## src/hdl/rlcps_pkg.sv

```systemverilog
`timescale 1ns / 1ps

package rlcps_pkg;

	localparam int PIXEL_COUNT_DEF = 4;
	localparam int TRAIL_SLOTS_DEF = 40;
	localparam int BITS_PER_PIXEL  = 24;
	localparam int POS_W           = $clog2(BITS_PER_PIXEL);
	localparam int COLOR_W         = 8;
	localparam int INDEX_W         = 16;
	localparam int CFG_W           = 8;
	localparam int CFG_IDX_W       = 2;

	typedef enum logic [2:0] {
		OP_SET_PIXEL = 3'd0,
		OP_FILL_ALL  = 3'd1,
		OP_SHOW      = 3'd2,
		OP_TICK      = 3'd3,
		OP_ABORT     = 3'd4
	} op_t;

	typedef enum logic [1:0] {
		ST_OK        = 2'd0,
		ST_BUSY      = 2'd1,
		ST_BAD_INDEX = 2'd2
	} status_t;

	localparam logic [CFG_IDX_W-1:0] REG_PERIOD    = 2'd0;
	localparam logic [CFG_IDX_W-1:0] REG_ONE_HIGH  = 2'd1;
	localparam logic [CFG_IDX_W-1:0] REG_ZERO_HIGH = 2'd2;

	localparam logic [CFG_W-1:0] PERIOD_RST    = 8'd10;
	localparam logic [CFG_W-1:0] ONE_HIGH_RST  = 8'd6;
	localparam logic [CFG_W-1:0] ZERO_HIGH_RST = 8'd3;

endpackage

```

## src/hdl/rlcps_if.sv

```systemverilog
`timescale 1ns / 1ps

interface rlcps_in_if;
	logic                                 valid;
	logic                                 ready;
	logic [2:0]                           op;
	logic [rlcps_pkg::INDEX_W-1:0]        pixel_index;
	logic [rlcps_pkg::COLOR_W-1:0]        red;
	logic [rlcps_pkg::COLOR_W-1:0]        green;
	logic [rlcps_pkg::COLOR_W-1:0]        blue;

	modport source(output valid, op, pixel_index, red, green, blue, input ready);
	modport sink(input valid, op, pixel_index, red, green, blue, output ready);
endinterface

interface rlcps_out_if;
	logic       valid;
	logic       ready;
	logic [1:0] status;
	logic       line_level;
	logic       idle;

	modport source(output valid, status, line_level, idle, input ready);
	modport sink(input valid, status, line_level, idle, output ready);
endinterface

```

## src/hdl/rgb_led_chain_pwm_serializer.sv

```systemverilog
`timescale 1ns / 1ps

// Serializer for a one-wire chain of RGB LEDs with PWM coded bits. Every item on in_ch is
// answered by exactly one result on out_ch, and one item is taken in every clock cycle as
// long as the result register ahead of out_ch is empty or being drained: the whole update
// for an item is one pass of logic from the pixel store and frame counters into that
// register. The pixel store is held in flip-flops, cleared by reset. A show item starts a
// frame of 1 + PIXEL_COUNT*24 + TRAIL_SLOTS slots, each slot lasting period_ticks tick items
// (at least one), so a frame takes that many slots times period_ticks transfers of tick
// items; the line level after each item is reported in its result.
module rgb_led_chain_pwm_serializer #(
	parameter int PIXEL_COUNT = rlcps_pkg::PIXEL_COUNT_DEF,
	parameter int TRAIL_SLOTS = rlcps_pkg::TRAIL_SLOTS_DEF
) (
	input  logic                                clk,
	input  logic                                arst_n,
	rlcps_in_if.sink                            in_ch,
	rlcps_out_if.source                         out_ch,
	input  logic                                cfg_we,
	input  logic [rlcps_pkg::CFG_IDX_W-1:0]     cfg_index,
	input  logic [rlcps_pkg::CFG_W-1:0]         cfg_data
);

	localparam int DATA_SLOTS  = PIXEL_COUNT * rlcps_pkg::BITS_PER_PIXEL;
	localparam int FRAME_SLOTS = 1 + DATA_SLOTS + TRAIL_SLOTS;
	localparam int SLOT_W      = $clog2(FRAME_SLOTS + 1);
	localparam int PIX_W       = (PIXEL_COUNT > 1) ? $clog2(PIXEL_COUNT) : 1;
	localparam int PIXEL_W     = rlcps_pkg::BITS_PER_PIXEL;
	localparam int POS_W       = rlcps_pkg::POS_W;
	localparam int CW          = rlcps_pkg::CFG_W;

	logic [PIXEL_W-1:0] pixel_store_q [PIXEL_COUNT];
	logic               sending_q;
	logic [SLOT_W-1:0]  slot_q;
	logic [CW-1:0]      tick_q;
	logic [CW-1:0]      active_q;
	logic [PIX_W-1:0]   pix_q;
	logic [POS_W-1:0]   pos_q;

	logic [CW-1:0] period_q;
	logic [CW-1:0] one_high_q;
	logic [CW-1:0] zero_high_q;

	logic       res_valid_q;
	logic [1:0] res_status_q;
	logic       res_line_q;
	logic       res_idle_q;

	logic               accept;
	logic               bad_index;
	logic [PIXEL_W-1:0] color;
	logic               wr_one;
	logic               wr_all;
	logic [PIX_W-1:0]   wr_addr;

	logic                  sending_d;
	logic [SLOT_W-1:0]     slot_d;
	logic [CW-1:0]         tick_d;
	logic [CW-1:0]         active_d;
	logic [PIX_W-1:0]      pix_d;
	logic [POS_W-1:0]      pos_d;
	rlcps_pkg::status_t    status_d;
	logic [SLOT_W-1:0]     slot_inc;
	logic                  cur_bit;

	assign in_ch.ready = !res_valid_q || out_ch.ready;
	assign accept      = in_ch.valid && in_ch.ready;
	assign bad_index   = in_ch.pixel_index >= rlcps_pkg::INDEX_W'(PIXEL_COUNT);
	assign color       = {in_ch.green, in_ch.red, in_ch.blue};
	assign wr_addr     = in_ch.pixel_index[PIX_W-1:0];
	assign slot_inc    = slot_q + SLOT_W'(1);
	assign cur_bit     = pixel_store_q[pix_q][POS_W'(PIXEL_W - 1) - pos_q];

	always_comb begin
		sending_d = sending_q;
		slot_d    = slot_q;
		tick_d    = tick_q;
		active_d  = active_q;
		pix_d     = pix_q;
		pos_d     = pos_q;
		status_d  = rlcps_pkg::ST_OK;
		wr_one    = 1'b0;
		wr_all    = 1'b0;
		case (rlcps_pkg::op_t'(in_ch.op))
			rlcps_pkg::OP_SET_PIXEL: begin
				if (bad_index) begin
					status_d = rlcps_pkg::ST_BAD_INDEX;
				end else if (sending_q) begin
					status_d = rlcps_pkg::ST_BUSY;
				end else begin
					wr_one = 1'b1;
				end
			end
			rlcps_pkg::OP_FILL_ALL: begin
				if (sending_q) begin
					status_d = rlcps_pkg::ST_BUSY;
				end else begin
					wr_all = 1'b1;
				end
			end
			rlcps_pkg::OP_SHOW: begin
				if (sending_q) begin
					status_d = rlcps_pkg::ST_BUSY;
				end else begin
					sending_d = 1'b1;
					slot_d    = '0;
					tick_d    = '0;
					active_d  = '0;
					pix_d     = '0;
					pos_d     = '0;
				end
			end
			rlcps_pkg::OP_TICK: begin
				if (sending_q) begin
					if ({1'b0, tick_q} + 9'd1 >= {1'b0, period_q}) begin
						tick_d = '0;
						slot_d = slot_inc;
						if (slot_inc >= SLOT_W'(FRAME_SLOTS)) begin
							sending_d = 1'b0;
							slot_d    = '0;
							active_d  = '0;
						end else if (slot_inc <= SLOT_W'(DATA_SLOTS)) begin
							// The next data bit is tracked by pixel and bit position.
							active_d = cur_bit ? one_high_q : zero_high_q;
							if (pos_q == POS_W'(PIXEL_W - 1)) begin
								pos_d = '0;
								if (pix_q != PIX_W'(PIXEL_COUNT - 1)) begin
									pix_d = pix_q + PIX_W'(1);
								end
							end else begin
								pos_d = pos_q + POS_W'(1);
							end
						end else begin
							active_d = '0;
						end
					end else begin
						tick_d = tick_q + CW'(1);
					end
				end
			end
			rlcps_pkg::OP_ABORT: begin
				sending_d = 1'b0;
				slot_d    = '0;
				tick_d    = '0;
				active_d  = '0;
			end
			default: begin
			end
		endcase
	end

	always_ff @(posedge clk or negedge arst_n) begin
		if (!arst_n) begin
			for (int i = 0; i < PIXEL_COUNT; i++) begin
				pixel_store_q[i] <= '0;
			end
		end else if (accept) begin
			for (int i = 0; i < PIXEL_COUNT; i++) begin
				if (wr_all || (wr_one && wr_addr == PIX_W'(i))) begin
					pixel_store_q[i] <= color;
				end
			end
		end
	end

	always_ff @(posedge clk or negedge arst_n) begin
		if (!arst_n) begin
			sending_q <= 1'b0;
			slot_q    <= '0;
			tick_q    <= '0;
			active_q  <= '0;
			pix_q     <= '0;
			pos_q     <= '0;
		end else if (accept) begin
			sending_q <= sending_d;
			slot_q    <= slot_d;
			tick_q    <= tick_d;
			active_q  <= active_d;
			pix_q     <= pix_d;
			pos_q     <= pos_d;
		end
	end

	always_ff @(posedge clk or negedge arst_n) begin
		if (!arst_n) begin
			period_q    <= rlcps_pkg::PERIOD_RST;
			one_high_q  <= rlcps_pkg::ONE_HIGH_RST;
			zero_high_q <= rlcps_pkg::ZERO_HIGH_RST;
		end else if (cfg_we) begin
			if (cfg_index == rlcps_pkg::REG_PERIOD) begin
				period_q <= cfg_data;
			end
			if (cfg_index == rlcps_pkg::REG_ONE_HIGH) begin
				one_high_q <= cfg_data;
			end
			if (cfg_index == rlcps_pkg::REG_ZERO_HIGH) begin
				zero_high_q <= cfg_data;
			end
		end
	end

	always_ff @(posedge clk or negedge arst_n) begin
		if (!arst_n) begin
			res_valid_q <= 1'b0;
		end else if (in_ch.ready) begin
			res_valid_q <= in_ch.valid;
		end
	end

	always_ff @(posedge clk) begin
		if (accept) begin
			res_status_q <= status_d;
			res_line_q   <= sending_d && (tick_d < active_d);
			res_idle_q   <= !sending_d;
		end
	end

	assign out_ch.valid      = res_valid_q;
	assign out_ch.status     = res_status_q;
	assign out_ch.line_level = res_line_q;
	assign out_ch.idle       = res_idle_q;

	a_idle_counters_clear: assert property (@(posedge clk) disable iff (!arst_n)
		!sending_q |-> (tick_q == '0) && (active_q == '0) && (slot_q == '0))
		else $error("frame counters not clear while idle");

	a_slot_in_frame: assert property (@(posedge clk) disable iff (!arst_n)
		sending_q |-> slot_q < SLOT_W'(FRAME_SLOTS))
		else $error("slot counter beyond frame");

	a_idle_line_low: assert property (@(posedge clk) disable iff (!arst_n)
		res_valid_q && res_idle_q |-> !res_line_q)
		else $error("line high while idle");

	a_show_starts: assert property (@(posedge clk) disable iff (!arst_n)
		accept && !sending_q && (in_ch.op == rlcps_pkg::OP_SHOW) |=> sending_q)
		else $error("show transfer did not start a frame");

	a_bad_index: assert property (@(posedge clk) disable iff (!arst_n)
		accept && (in_ch.op == rlcps_pkg::OP_SET_PIXEL) && bad_index
		|=> res_status_q == rlcps_pkg::ST_BAD_INDEX)
		else $error("bad pixel index not reported");

endmodule

```

## src/flat_wrapper.sv

```systemverilog
// flat-port wrapper written by rule: the top's interface ports become plain ports
module rgb_led_chain_pwm_serializer_flat 
#(
	parameter int PIXEL_COUNT = rlcps_pkg::PIXEL_COUNT_DEF,
	parameter int TRAIL_SLOTS = rlcps_pkg::TRAIL_SLOTS_DEF
)
  (clk, arst_n, cfg_we, cfg_index, cfg_data, in_ch_valid, in_ch_op, in_ch_pixel_index, in_ch_red, in_ch_green, in_ch_blue, in_ch_ready, out_ch_valid, out_ch_status, out_ch_line_level, out_ch_idle, out_ch_ready);
  rlcps_in_if in_ch_i ();
  rlcps_out_if out_ch_i ();
  input  logic clk;
  input  logic arst_n;
  input  logic cfg_we;
  input  logic [rlcps_pkg::CFG_IDX_W-1:0] cfg_index;
  input  logic [rlcps_pkg::CFG_W-1:0] cfg_data;
  input wire logic [$bits(in_ch_i.valid)-1:0] in_ch_valid;
  input wire logic [$bits(in_ch_i.op)-1:0] in_ch_op;
  input wire logic [$bits(in_ch_i.pixel_index)-1:0] in_ch_pixel_index;
  input wire logic [$bits(in_ch_i.red)-1:0] in_ch_red;
  input wire logic [$bits(in_ch_i.green)-1:0] in_ch_green;
  input wire logic [$bits(in_ch_i.blue)-1:0] in_ch_blue;
  output wire logic [$bits(in_ch_i.ready)-1:0] in_ch_ready;
  output wire logic [$bits(out_ch_i.valid)-1:0] out_ch_valid;
  output wire logic [$bits(out_ch_i.status)-1:0] out_ch_status;
  output wire logic [$bits(out_ch_i.line_level)-1:0] out_ch_line_level;
  output wire logic [$bits(out_ch_i.idle)-1:0] out_ch_idle;
  input wire logic [$bits(out_ch_i.ready)-1:0] out_ch_ready;
  assign in_ch_i.valid = in_ch_valid;
  assign in_ch_i.op = in_ch_op;
  assign in_ch_i.pixel_index = in_ch_pixel_index;
  assign in_ch_i.red = in_ch_red;
  assign in_ch_i.green = in_ch_green;
  assign in_ch_i.blue = in_ch_blue;
  assign in_ch_ready = in_ch_i.ready;
  assign out_ch_valid = out_ch_i.valid;
  assign out_ch_status = out_ch_i.status;
  assign out_ch_line_level = out_ch_i.line_level;
  assign out_ch_idle = out_ch_i.idle;
  assign out_ch_i.ready = out_ch_ready;
  rgb_led_chain_pwm_serializer #(.PIXEL_COUNT(PIXEL_COUNT), .TRAIL_SLOTS(TRAIL_SLOTS)) u_core (.clk(clk), .arst_n(arst_n), .in_ch(in_ch_i), .out_ch(out_ch_i), .cfg_we(cfg_we), .cfg_index(cfg_index), .cfg_data(cfg_data));
endmodule
```

## config.mk

```make
export PLATFORM = sky130hd
export DESIGN_NAME = rgb_led_chain_pwm_serializer_flat
export DESIGN_NICKNAME = d
export VERILOG_FILES = /design/src/hdl/rlcps_pkg.sv /design/src/hdl/rlcps_if.sv /design/src/hdl/rgb_led_chain_pwm_serializer.sv /design/src/flat_wrapper.sv
export SDC_FILE = /design/constraint.sdc
export NUM_CORES = 1
export LEC_CHECK = 0
export ABC_AREA = 1
export BUFFER_PORTS_ARGS = -buffer_cell sky130_fd_sc_hd__buf_2
export CAP_MARGIN = 5
export CORE_ASPECT_RATIO = 0.9
export CORE_MARGIN = 4
export CORE_UTILIZATION = 49
export CTS_BUF_LIST = sky130_fd_sc_hd__clkbuf_4
export DETAILED_ROUTE_END_ITERATION = 12
export PLACE_DENSITY_LB_ADDON = 0.25
export SKIP_CTS_REPAIR_TIMING = 1
export SYNTH_ARGS = -nofsm -noshare
export SYNTH_HDL_FRONTEND = slang
export SYNTH_SLANG_ARGS = --single-unit
```

## constraint.sdc

```tcl
create_clock -name clk -period 9.28 [get_ports clk]
set_clock_uncertainty 0.1 [all_clocks]
set_input_delay 2.784 -clock clk [delete_from_list [all_inputs] [get_ports clk]]
set_output_delay 2.784 -clock clk [all_outputs]
set_load 0.05 [all_outputs]
```

### Word-level counts from Yosys, hierarchy flattened

Index checks and enable logic that the tools add are counted.

* register bits: 157
* word-level logic and storage cells: 125
* input port bits: 58
* output and inout port bits: 6

* equality and inequality tests: 18
* bitwise operators: 1
* $add $sub $neg: 6
* order comparisons: 7
* reduce and logical (&&, ||, !) cells: 29
* muxes and demuxes: 47

Operators by type and width (number)
* 2-to-1 mux 8 bit: 13
* case mux 8 bit (3 select lines): 3
* binary-select mux 24 bit (select 2 bit): 1
* 2-to-1 mux 24 bit: 2
* 2-to-1 mux 5 bit: 6
* adder 8 x 1 -> 8 bit, second input constant: 2
* >= comparator 16 x 3 -> 1 bit, second input constant: 1
* 2-to-1 mux 2 bit: 8
* AND reduction 2 bit: 7
* != test 2 x 1 -> 1 bit, second input constant: 5
* case mux 5 bit (2 select lines): 1
* adder 8 x 1 -> 9 bit, second input constant: 1
* >= comparator 9 x 8 -> 1 bit: 1
* 2-to-1 mux 1 bit: 9
* AND reduction 9 bit: 1
* >= comparator 8 bit, second input constant: 1
* <= comparator 8 x 7 -> 1 bit, second input constant: 1
* less-than comparator 8 bit: 1
* case mux 2 bit (2 select lines): 2
* AND reduction 7 bit: 1
* equality test 2 bit, second input constant: 3
* equality test 3 x 2 -> 1 bit, second input constant: 2
* logical AND 1 bit: 6
* less-than comparator 5 x 6 -> 1 bit, second input constant: 1
* 20 further kinds: 29

### Longest topological paths before layout

Gate-level depths: netlist (run 1).

* depth in word-level cells: 14
* depth in mapped cells: 25
* depth with buffers taken out: 25

### Worst setup path before layout (run 1)

Ideal clock, no wire load.

* path type: input-to-output
* from: in out_ch_ready
* to: out in_ch_ready
* buffers on the path: 0
* data required time: 6396 ps
* cell stages on the path: 2
* slack: 3231 ps
* arrival time: 3165 ps
* cell sequence: inv_1 > nand2_1

* longest elaborated chain between the ends: 1

RTL lines
* from (decl): line flat_wrapper.sv:26 `input wire logic [$bits(out_ch_i.ready)-1:0] out_ch_ready;`
* logical OR 1 bit: line rgb_led_chain_pwm_serializer.sv:66 `assign in_ch.ready = !res_valid_q || out_ch.ready;`
* to (decl): line flat_wrapper.sv:21 `output wire logic [$bits(in_ch_i.ready)-1:0] in_ch_ready;`

No other way between the ends.

### Worst setup path in the final report (run 1)

Ends and elaborated chain as after synthesis.

==> impl_results.md, run 1 <==
* Die height at around 130 um
* Slowest Stage Delay on Critical Path at roughly 270 ps
* Initial Util at 0.5031
* Top-area cell type share of the netlist area at 0.4486
* Hold Crit Class: flop to flop
* Clock slew at reported path FFs at 130 ps
* Count leader, synth: nand2_1
* Worst-path cell chain: buf_2 > inv_1 > nand2_1 > buf_2
* I/O pin cnt at 64
* PD cells at 216.8 mW/mm^2
* CTS Root Cell: clkbuf_4
* Vias at between 6,000 and 7,000
* Number of distinct library cells after synthesis at 41
* Worst-margin pin slew at ~1100 ps
* H-tree depth at 4
* Post-DR wirelength/cell at approximately 14 um
* Drt pass-1 iters at 6
* Row cnt at 44
* DP HPWL at between 10,000 and 15,000 um
* Die extent in x at 144.4 um
* Crit Path Class: primary input to output pin
* Mapped Area at between 0.008 and 0.009 mm^2
* Final Hold Violating Endpoints at 0
* Port bufs at between 60 and 70
* Die area at ~0.019 mm^2
* Synth Instances at between 1,000 and 1,500
* Ant diodes at 0
* Synth top area cells: dfrtp_1 (45%), nand2_1 (15%), nand3_1 (6.3%)
* Final setup fails at 0
* R2R setup slack at slightly above 5000 ps
* DRC viols at 0
* Comb pwr share at 0.285
* RSZ-0062 raised after global routing: false
* Fmax at 163.1 MHz
* Worst path required time at around 6400 ps
* Placer congestion estimate at about 0.84
* VDD IR max at approximately 0.11 mV
* Longest Clk Path Bufs at 2
* Max-cap violations at 0
* Max Transition Viols Final at 0
* Leak pwr at between 4 and 5 nW
* Worst path slowest cell: buf_2
* Nets at roughly 1,200
* DRT antenna net count at 0
* Total gr overflow at 0
* Initial antenna violation count at 0
* CP Launch Type: primary input
* Status: finished, final reports clean
* Syn_area_per_cell at ~8 um^2
* Critical path capture point type: output pin
* Switching Power at 706.6 uW
* TritonCTS Sinks at 157
* Top post-synthesis cells by count: nand2_1 (320), dfrtp_1 (147), inv_1 (107)
* Switching Share at 0.3704
* #FFs+latches synth at roughly 160
* Total power at roughly 1.9 mW
* Vias per cell at around 5.2
* Final wirelength at around 18,000 um
* Synth Warn # at 0
* Power Internal at about 1.2 mW
* Primary FF master, synth: dfrtp_1
* Setup tns final at 0 ps
* Min Clock Period, post-route at approximately 6100 ps
* Vias in the first global route at about 6,300
* CTS Buf Count at 17
* Clk_lat worst skew at approximately 550 ps
* Syn Nets at 1,121
* Total Routing Usage GR at 0.2057
* Data arrival, critical path at 3250 ps
* Ratio of cells with drive above 1 in the final layout at 0.1170
* Initial drt markers at about 640
* Rel. slew slack at 0.2485
* Top cell by count, worst path: buf_2
* Final period util at 0.6607
* Clock share of power at 0.205
* Area Overhead vs Synth at 7.325%
* Area leader, netlist: dfrtp_1
* CORE AREA at approximately 0.016 mm^2
* Async SR Flop Fraction at 0.9745
* Crit-path max FO at 3
* Largest net degree at the start of global routing at 80
* Register area share after synthesis at 0.4825
* CTS tree: yes
* Power share of the sequential group at 0.509
* Post-synth EDFFs at 4
* First-pass GRT wire length at around 30,000 um
==> worst max-delay path: cells and delay by family <==
family,cells,cell delay [ps]
buffers and inverters,3,380
AND/OR/NAND/NOR,1,90
==> placed cells by master, fill, tap and decap left out, types with 3 or more instances in the layout <==
cell,Yosys,routed
clkbuf_4,0,17
nor2_1,31,31
edfxtp_1,4,4
inv_1,107,107
dfstp_2,6,6
inv_6,0,5
clkinvlp_4,0,5
nand4_1,10,10
buf_2,13,62
nor3_1,4,4
o21ai_0,81,81
xor2_1,9,9
o21ai_2,5,5
inv_2,3,3
o22ai_1,13,13
ha_1,22,22
nand3_1,103,103
nand2_2,3,4
buf_4,6,6
dfrtp_1,147,147
a21oi_1,11,11
nand2_1,320,319
o21ai_1,89,89
==> state kept, by name, indices dropped and copies added, names as in the netlist, 2 cells and up <==
register,count
u_core.one_high_q,8
u_core.slot_q,8
u_core.out_ch.status,2
u_core.pix_q,2
u_core.pos_q,5
u_core.tick_q,8
u_core.active_q,8
u_core.period_q,8
u_core.zero_high_q,8
u_core.pixel_store_q,96
==> cell type report <==
| cell class | count | area, um^2 |
|---|---|---|
| Clock buffer | 17 | 127.6 |
| Clock inverter | 15 | 138.9 |
| Fill cell | 1523 | 7496 |
| Inverter | 111 | 416.7 |
| Multi-Input combinational cell | 725 | 3535 |
| Sequential cell | 157 | 3956 |
| Tap cell | 207 | 259.0 |
| Timing Repair Buffer | 69 | 366.6 |
==> power by group through the flow <==
stage / clock (mW) / sequential, mW / combinational, mW
final: 0.392 / 0.971 / 0.544
after global routing: 0.440 / 0.993 / 0.644
after CTS: 0.407 / 0.968 / 0.550
after detailed placement: 0 / 0.981 / 0.548
after global placement: 0 / 0.978 / 0.536
after floorplan: 0 / 0.952 / 0.432
==> worst paths after layout <==
kind                                                 startpoint                              endpoint  cells past startpoint
hold reg to reg            u_core.pixel_store_q[88]$_DFFE_PN0P_  u_core.pixel_store_q[88]$_DFFE_PN0P_                      2
setup / recovery                                   out_ch_ready                           in_ch_ready                      4
hold / removal             u_core.pixel_store_q[88]$_DFFE_PN0P_  u_core.pixel_store_q[88]$_DFFE_PN0P_                      2
setup reg to reg                   u_core.tick_q[0]$_DFFE_PN0P_    u_core.out_ch.line_level$_DFFE_PP_                     22
max in group asynchronous                                arst_n     u_core.zero_high_q[3]$_DFFE_PN0P_                      2
min in group asynchronous                                arst_n  u_core.pixel_store_q[11]$_DFFE_PN0P_                      1
==> through the flow <==
stage          hold slack (ps)  area (um^2)  worst slack (ps)  std cells  utilization
6_report                 400.2         8800              3148       1301       0.5400
5_1_grt                  412.5         8800              3109       1301       0.5400
4_1_cts                  397.6         8800              3145       1301       0.5400
3_5_place_dp             367.3         8533              3145       1269       0.5236
3_3_place_gp             361.9         8533              3165       1269       0.5236
2_1_floorplan            347.9         8199              3231       1041            -
==> layer usage <==
layer  global-route usage  up-vias  wire (um)
li1                     -     3496          -
met1               0.3063     3091       9282
met2               0.3089      157       7957
met3              0.05131       23        909
met4              0.03950        0        176
met5                    0        -          0
==> cell families after synthesis <==
family          synth area share
flops                     0.4825
simple gates              0.2522
fa+ha+maj                0.03357
xor+xnor                 0.01068
buf+inv                  0.08668
compound gates            0.1343
No activity file was read; power rests on OpenSTA's default activity.
==> run 2: changes to the inputs <==
- clock period: 9.28 -> 6.12 ns (I/O delays scaled with it)
==> run 2 against run 1 <==
Sequential power up 50%. Design area is 0.23% higher. Total power up 53%. First-iteration DRC count is 19% lower. Hold slack about the same. Largest power group unchanged. Largest cell class unchanged. Cell count rose by 0.15%. Global-route usage rose by 0.59 points. Non-clock buffer count grew 2. Worst setup slack worse by 1300 ps. Critical path depth unchanged.
==> impl_results.md, run 2 (synthesis results as in run 1) <==
* Critical path capture point type: output pin (unchanged)
* Capturing point of the worst reg2reg path: u_core.out_ch.line_level$_DFFE_PP_ (unchanged)
* Slowest Stage Delay on Critical Path at 270 ps (about the same)
* Vias per cell at 5.266 (was 5.201)
* Die area at 0.01887 mm^2 (unchanged)
* Crit-path max FO at 3 (unchanged)
* Worst hold stages at 2 (unchanged)
* Initial antenna violation count at 0 (unchanged)
* Hold Crit Class: flop to flop (unchanged)
* Longest Clk Path Bufs at 2 (unchanged)
* Worst-margin pin slew at 947.4 ps (was 1127 ps)
* CTS tree: yes (unchanged)
* Largest net degree at the start of global routing at 77 (was 80)
* CTS Buf Count at 17 (unchanged)
* Fmax at approximately 240 MHz
* Commonest cells after routing, fill and taps aside: nand2_1 (319), dfrtp_1 (147), inv_1 (107) (unchanged)
* PD cells at 331.1 mW/mm^2 (was 216.8 mW/mm^2)
* Initial drt markers at 515 (was 637)
* Ant diodes at 0 (unchanged)
* WP buf/inv at 3 (unchanged)
* First-pass GRT wire length at 31,950 um (was 30,900 um)
* DRT antenna net count at 0 (unchanged)
* Worst reg2reg path depth at 22 (unchanged)
* Launch point of the worst reg-to-reg path: u_core.tick_q[0]$_DFFE_PN0P_ (unchanged)
* Final wirelength at 18,580 um (was 18,330 um)
* Clock slew at reported path FFs at 130 ps (about the same)
* Vias at 6,862 (was 6,767)
* WHS at 400.1 ps (was 400.2 ps)
* RSZ-0062 raised after global routing: false (unchanged)
* CTS Root Cell: clkbuf_4 (unchanged)
* Area Overhead vs Synth at 7.569% (was 7.325%)
* Top cell by count, worst path: buf_2 (unchanged)
* Clk_lat worst skew at 560 ps (was 550 ps)
* Post-route insts no fill at 1,303 (was 1,301)
* Final period util at 0.6926
* Placer congestion estimate at 0.8732 (was 0.8398)
* Worst-path cell chain: buf_2 > inv_1 > nand2_1 > buf_2 (unchanged)
* Leak pwr at 4.353 nW (was 4.335 nW)
* Worst path slowest cell: buf_2 (unchanged)
* Status: finished, final reports clean (unchanged)
* CP Launch Type: primary input (unchanged)
* Die height at 130.7 um (unchanged)
* Rel. slew slack at 0.3675 (was 0.2485)
* Row cnt at 44 (unchanged)
* Final setup fails at 0 (unchanged)
* Total Routing Usage GR at 0.2116 (was 0.2057)
* Most flop-heavy register: u_core.pixel_store_q (unchanged)
* Die extent in x at 144.4 um (unchanged)
* Min Clock Period, post-route at roughly 4200 ps
* Post-DR wirelength/cell at 14.26 um (was 14.09 um)
* CORE AREA at 0.01630 mm^2 (unchanged)
* Worst path required time at 4180 ps (was 6400 ps)
* Max-cap violations at 0 (unchanged)
* Data arrival, critical path at 2300 ps (was 3250 ps)
* DRC viols at 0 (unchanged)
* Port bufs at 63 (unchanged)
* Max FFs per register at 96 (unchanged)
* Final Hold Violating Endpoints at 0 (unchanged)
* Placed cell count at 1,271 (was 1,269)
* TritonCTS Sinks at 157 (unchanged)
* Vias in the first global route at 6,531 (was 6,293)
* Total gr overflow at 0 (unchanged)
* Crit Path Class: primary input to output pin (unchanged)
* R2R setup slack at 1990 ps (was 5160 ps)
* Drt pass-1 iters at 5 (was 6)
* Commonest non-fill, non-tap cell in the layout: nand2_1 (unchanged)
* Setup tns final at 0 ps (unchanged)
* Ratio of cells with drive above 1 in the final layout at 0.1186 (was 0.1170)
* Nets at 1,163 (was 1,161)
* Worst Hold End: u_core.pixel_store_q[88]$_DFFE_PN0P_ (unchanged)
* Initial Util at 0.5031 (unchanged)
* Hold Startpoint: u_core.pixel_store_q[88]$_DFFE_PN0P_ (unchanged)
* H-tree depth at 4 (unchanged)
* Final setup margin at 1881 ps (was 3148 ps)
* Util after Layout at 0.5412 (was 0.5400)
* VDD IR max at 0.1535 mV (was 0.1092 mV)
* DP HPWL at 12,380 um (was 11,730 um)
* Max Transition Viols Final at 0 (unchanged)
* Setup WS pre-CTS at 1546 ps (was 3145 ps)
* I/O pin cnt at 64 (unchanged)
* Crit path max-delay family: buffers and inverters (unchanged)
-- run 2: cell types whose count changed in the layout (fill, tap and decap cells not counted) --
| cell | previous run | this run |
|---|---|---|
| clkbuf_4 | 17 | 18 |
| inv_6 | 5 | 4 |
| clkinv_4 | 2 | 1 |
| clkinvlp_4 | 5 | 4 |
| buf_4 | 6 | 8 |
| inv_8 | 0 | 2 |
-- run 2: worst max path at each step --
stage / from / to / slack (ps) / depth (start not counted)
after detailed placement: in_ch_op[1] / u_core.out_ch.line_level$_DFFE_PP_ / 1550 / 15
after global routing: u_core.tick_q[0]$_DFFE_PN0P_ / u_core.out_ch.line_level$_DFFE_PP_ / 1530 / 23
after global placement: in_ch_op[1] / u_core.out_ch.line_level$_DFFE_PP_ / 1690 / 15
after floorplan: out_ch_ready / in_ch_ready / 1970 / 2
after CTS: out_ch_ready / in_ch_ready / 1880 / 4
final: out_ch_ready / in_ch_ready / 1880 / 4
-- run 2: layout make-up --
class                           count  area, um^2
Tap cell                          207       259.0
Multi-Input combinational cell    725        3535
Timing Repair Buffer               71       381.6
Inverter                          111       416.7
Clock buffer                       18       135.1
Sequential cell                   157        3956
Fill cell                        1590        7476
Clock inverter                     14       136.4
-- run 2: worst register-to-register path: stages (launching register included) --
cell      delay (ps)
dfrtp_1          520
inv_1            100
nor3_1           260
nand3_1          200
nor2_1           130
nand2_1           70
xor2_1           200
inv_1             80
ha_1             310
nand4_1          120
nor2_1            50
nor2_1           110
nand3_2          150
nand2_2          220
inv_1            200
o22ai_1          210
nand2_1           80
o21ai_1          140
inv_1             80
ha_1             300
nand2_1           70
o211ai_1         200
a21oi_2           40
-- run 2: metal layers --
layer / track usage / wire length [um] / up-vias
li1: - / - / 3495
met1: 0.3220 / 9625 / 3192
met2: 0.3119 / 7790 / 156
met3: 0.04258 / 946 / 19
met4: 0.05211 / 218 / 0
met5: 0 / 0 / -
-- run 2: stage by stage --
stage | total power [mW] | instance area (um^2)
final | 2.920 | 8820
after floorplan | 2.099 | 8199
after global placement | 2.300 | 8548
after global routing | 3.172 | 8820
after detailed placement | 2.326 | 8548
after CTS | 2.941 | 8820
-- run 2: power by group --
group	leakage [nW]	switching (mW)	total [mW]	internal, mW
logic	2.22	0.534	0.847	0.313
registers	1.99	0.157	1.46	1.30
clock network	0.140	0.397	0.612	0.215
==> run 3: changes to the inputs <==
- clock period: 6.12 -> 3.9 ns (I/O delays scaled with it)
==> run 3 against run 2 <==
Combinational power up 72%. Sequential power grew 57%. Register-to-register slack worse by 1800 ps. Design area rose by 4.0%. Critical path depth increased by 18. Cell count grew 1.2%. Clock-buffer cell count decreased by 1. Die area is the same. Worst setup slack got worse by 1700 ps. Flip-flop and latch count did not move.
==> impl_results.md, run 3 (synthesis results as in run 1) <==
* Vias in the first global route at 6,484 (was 6,531)
* Drt pass-1 iters at 5 (unchanged)
* Design Area, Final at 0.009171 mm^2 (was 0.008820 mm^2)
* CTS Root Cell: clkbuf_4 (unchanged)
* Worst reg2reg path depth at 22 (unchanged)
* Vias at 6,930 (was 6,862)
* Total Routing Usage GR at 0.2128 (was 0.2116)
* Critical path capture point type: flop (was output pin)
* Status: finished, final reports clean (unchanged)
* Commonest non-fill, non-tap cell in the layout: nand2_1 (unchanged)
* Min Clock Period, post-route at 3740 ps
* Crit Path Class: flop to flop (was primary input to output pin)
* Fmax at 267.4 MHz
* First-pass GRT wire length at 31,970 um (was 31,950 um)
* Max-cap violations at 0 (unchanged)
* Fillers at 1,561 (was 1,590)
* Data arrival, critical path at 3980 ps (was 2300 ps)
* TritonCTS Sinks at 157 (unchanged)
* Worst Hold End: u_core.pixel_store_q[61]$_DFFE_PN0P_ (was u_core.pixel_store_q[88]$_DFFE_PN0P_)
* CORE AREA at 0.01630 mm^2 (unchanged)
* Most flop-heavy register: u_core.pixel_store_q (unchanged)
* CTS tree: yes (unchanged)
* Clk_lat worst skew at 570 ps (was 560 ps)
* Worst-margin pin slew at 791.3 ps (was 947.4 ps)
* Area Overhead vs Synth at 11.86% (was 7.569%)
* Post-DR wirelength/cell at 14.70 um (was 14.26 um)
* Launch point of the worst reg-to-reg path: u_core.tick_q[0]$_DFFE_PN0P_ (unchanged)
* DRT antenna net count at 0 (unchanged)
* Vias per cell at 5.258 (was 5.266)
* Nets at 1,177 (was 1,163)
* PD cells at 523.7 mW/mm^2 (was 331.1 mW/mm^2)
* Ratio of cells with drive above 1 in the final layout at 0.1613 (was 0.1186)
* Die height at 130.7 um (unchanged)
* Capturing point of the worst reg2reg path: u_core.out_ch.line_level$_DFFE_PP_ (unchanged)
* Worst path required time at 4140 ps (was 4180 ps)
* Final Hold Violating Endpoints at 0 (unchanged)
* Placer congestion estimate at 0.9049 (was 0.8732)
* Hold Crit Class: flop to flop (unchanged)
* Largest net degree at the start of global routing at 70 (was 77)
* Final setup fails at 0 (unchanged)
* Final period util at 0.9590
* Total gr overflow at 0 (unchanged)
* Initial Util at 0.5031 (unchanged)
* Crit-path max FO at 8 (was 3)
* Max Transition Viols Final at 0 (unchanged)
* Final wirelength at 19,380 um (was 18,580 um)
* Longest Clk Path Bufs at 2 (unchanged)
* Commonest cells after routing, fill and taps aside: nand2_1 (315), dfrtp_1 (146), nand3_1 (101), inv_1 (101), o21ai_1 (86) (was nand2_1 (319), dfrtp_1 (147), inv_1 (107))
* Die area at 0.01887 mm^2 (unchanged)
* Rel. slew slack at 0.4709 (was 0.3675)
* Util after Layout at 0.5628 (was 0.5412)
* VDD IR max at 0.3108 mV (was 0.1535 mV)
* Initial antenna violation count at 1 (was 0)
* R2R setup slack at 160 ps (was 1990 ps)
* I/O pin cnt at 64 (unchanged)
* Port bufs at 63 (unchanged)
* H-tree depth at 4 (unchanged)
* Worst hold stages at 2 (unchanged)
* Hold Startpoint: u_core.pixel_store_q[61]$_DFFE_PN0P_ (was u_core.pixel_store_q[88]$_DFFE_PN0P_)
* CP Launch Type: flop (was primary input)
* Die extent in x at 144.4 um (unchanged)
* Dpl cell area at 0.008626 mm^2 (was 0.008548 mm^2)
* Clock slew at reported path FFs at 150 ps (was 130 ps)
* Row cnt at 44 (unchanged)
* CTS Buf Count at 17 (unchanged)
* Max FFs per register at 96 (unchanged)
* Leak pwr at 4.466 nW (was 4.353 nW)
* DRC viols at 0 (unchanged)
* DP HPWL at 12,610 um (was 12,380 um)
* Initial drt markers at 570 (was 515)
## run 3: cell type report
class	count	area [um^2]	share of cell area
Antenna cell	1	2.502	0.0002729
Clock buffer	17	127.6	0.01392
Clock inverter	15	180.2	0.01965
Inverter	111	420.4	0.04584
Multi-Input combinational cell	725	3712	0.4048
Sequential cell	157	3958	0.4315
Tap cell	207	259.0	0.02824
Timing Repair Buffer	85	511.7	0.05580
## run 3: worst max path at each step
stage | from | end | slack (ps) | cells after the start
2_1_floorplan | u_core.tick_q[2]$_DFFE_PN0P_ | u_core.out_ch.line_level$_DFFE_PP_ | 460 | 22
3_3_place_gp | u_core.tick_q[0]$_DFFE_PN0P_ | u_core.out_ch.line_level$_DFFE_PP_ | 260 | 22
3_5_place_dp | u_core.tick_q[0]$_DFFE_PN0P_ | u_core.out_ch.line_level$_DFFE_PP_ | 100 | 22
4_1_cts | u_core.tick_q[0]$_DFFE_PN0P_ | u_core.out_ch.line_level$_DFFE_PP_ | 70 | 22
5_1_grt | u_core.tick_q[0]$_DFFE_PN0P_ | u_core.out_ch.line_level$_DFFE_PP_ | -40 | 24
6_report | u_core.tick_q[0]$_DFFE_PN0P_ | u_core.out_ch.line_level$_DFFE_PP_ | 160 | 22
## run 3: worst max-delay path, stage by stage, from the launching register on
cell	delay, ps
dfrtp_2	470
inv_2	80
nor3_4	230
nand3_2	110
nor2_1	120
nand2_1	70
xor2_1	170
inv_1	100
ha_4	270
nand4_1	100
nand3b_1	180
nand3_2	140
nand2_4	90
nor2_4	270
o21ai_2	90
o22ai_1	110
nand2_1	80
o21ai_2	80
inv_2	70
ha_4	270
nand2_2	60
o211ai_1	210
a21oi_2	40
## run 3: stage by stage
step,total power [mW],cells,setup TNS (ps),hold WS (ps),setup WS [ps]
after floorplan,3.293,1041,0,347.9,458.3
after global placement,3.638,1278,0,362.5,257.1
after CTS,4.725,1310,0,402.7,70.21
after detailed placement,3.675,1278,0,368.8,97.41
final,4.803,1318,0,401.1,160.0
after global routing,5.174,1318,-39.10,419.0,-39.10
## run 3: power breakdown
group	internal (mW)	switching, mW
Clock	0.403	0.650
Sequential	2.05	0.241
Combinational	0.555	0.907
## run 3: per-layer routing
layer | global-route usage | routed length, um | up-vias
li1 | - | - | 3524
met1 | 0.3173 | 9696 | 3228
met2 | 0.3250 | 8615 | 164
met3 | 0.03894 | 901 | 14
met4 | 0.05047 | 161 | 0
met5 | 0 | 0 | -
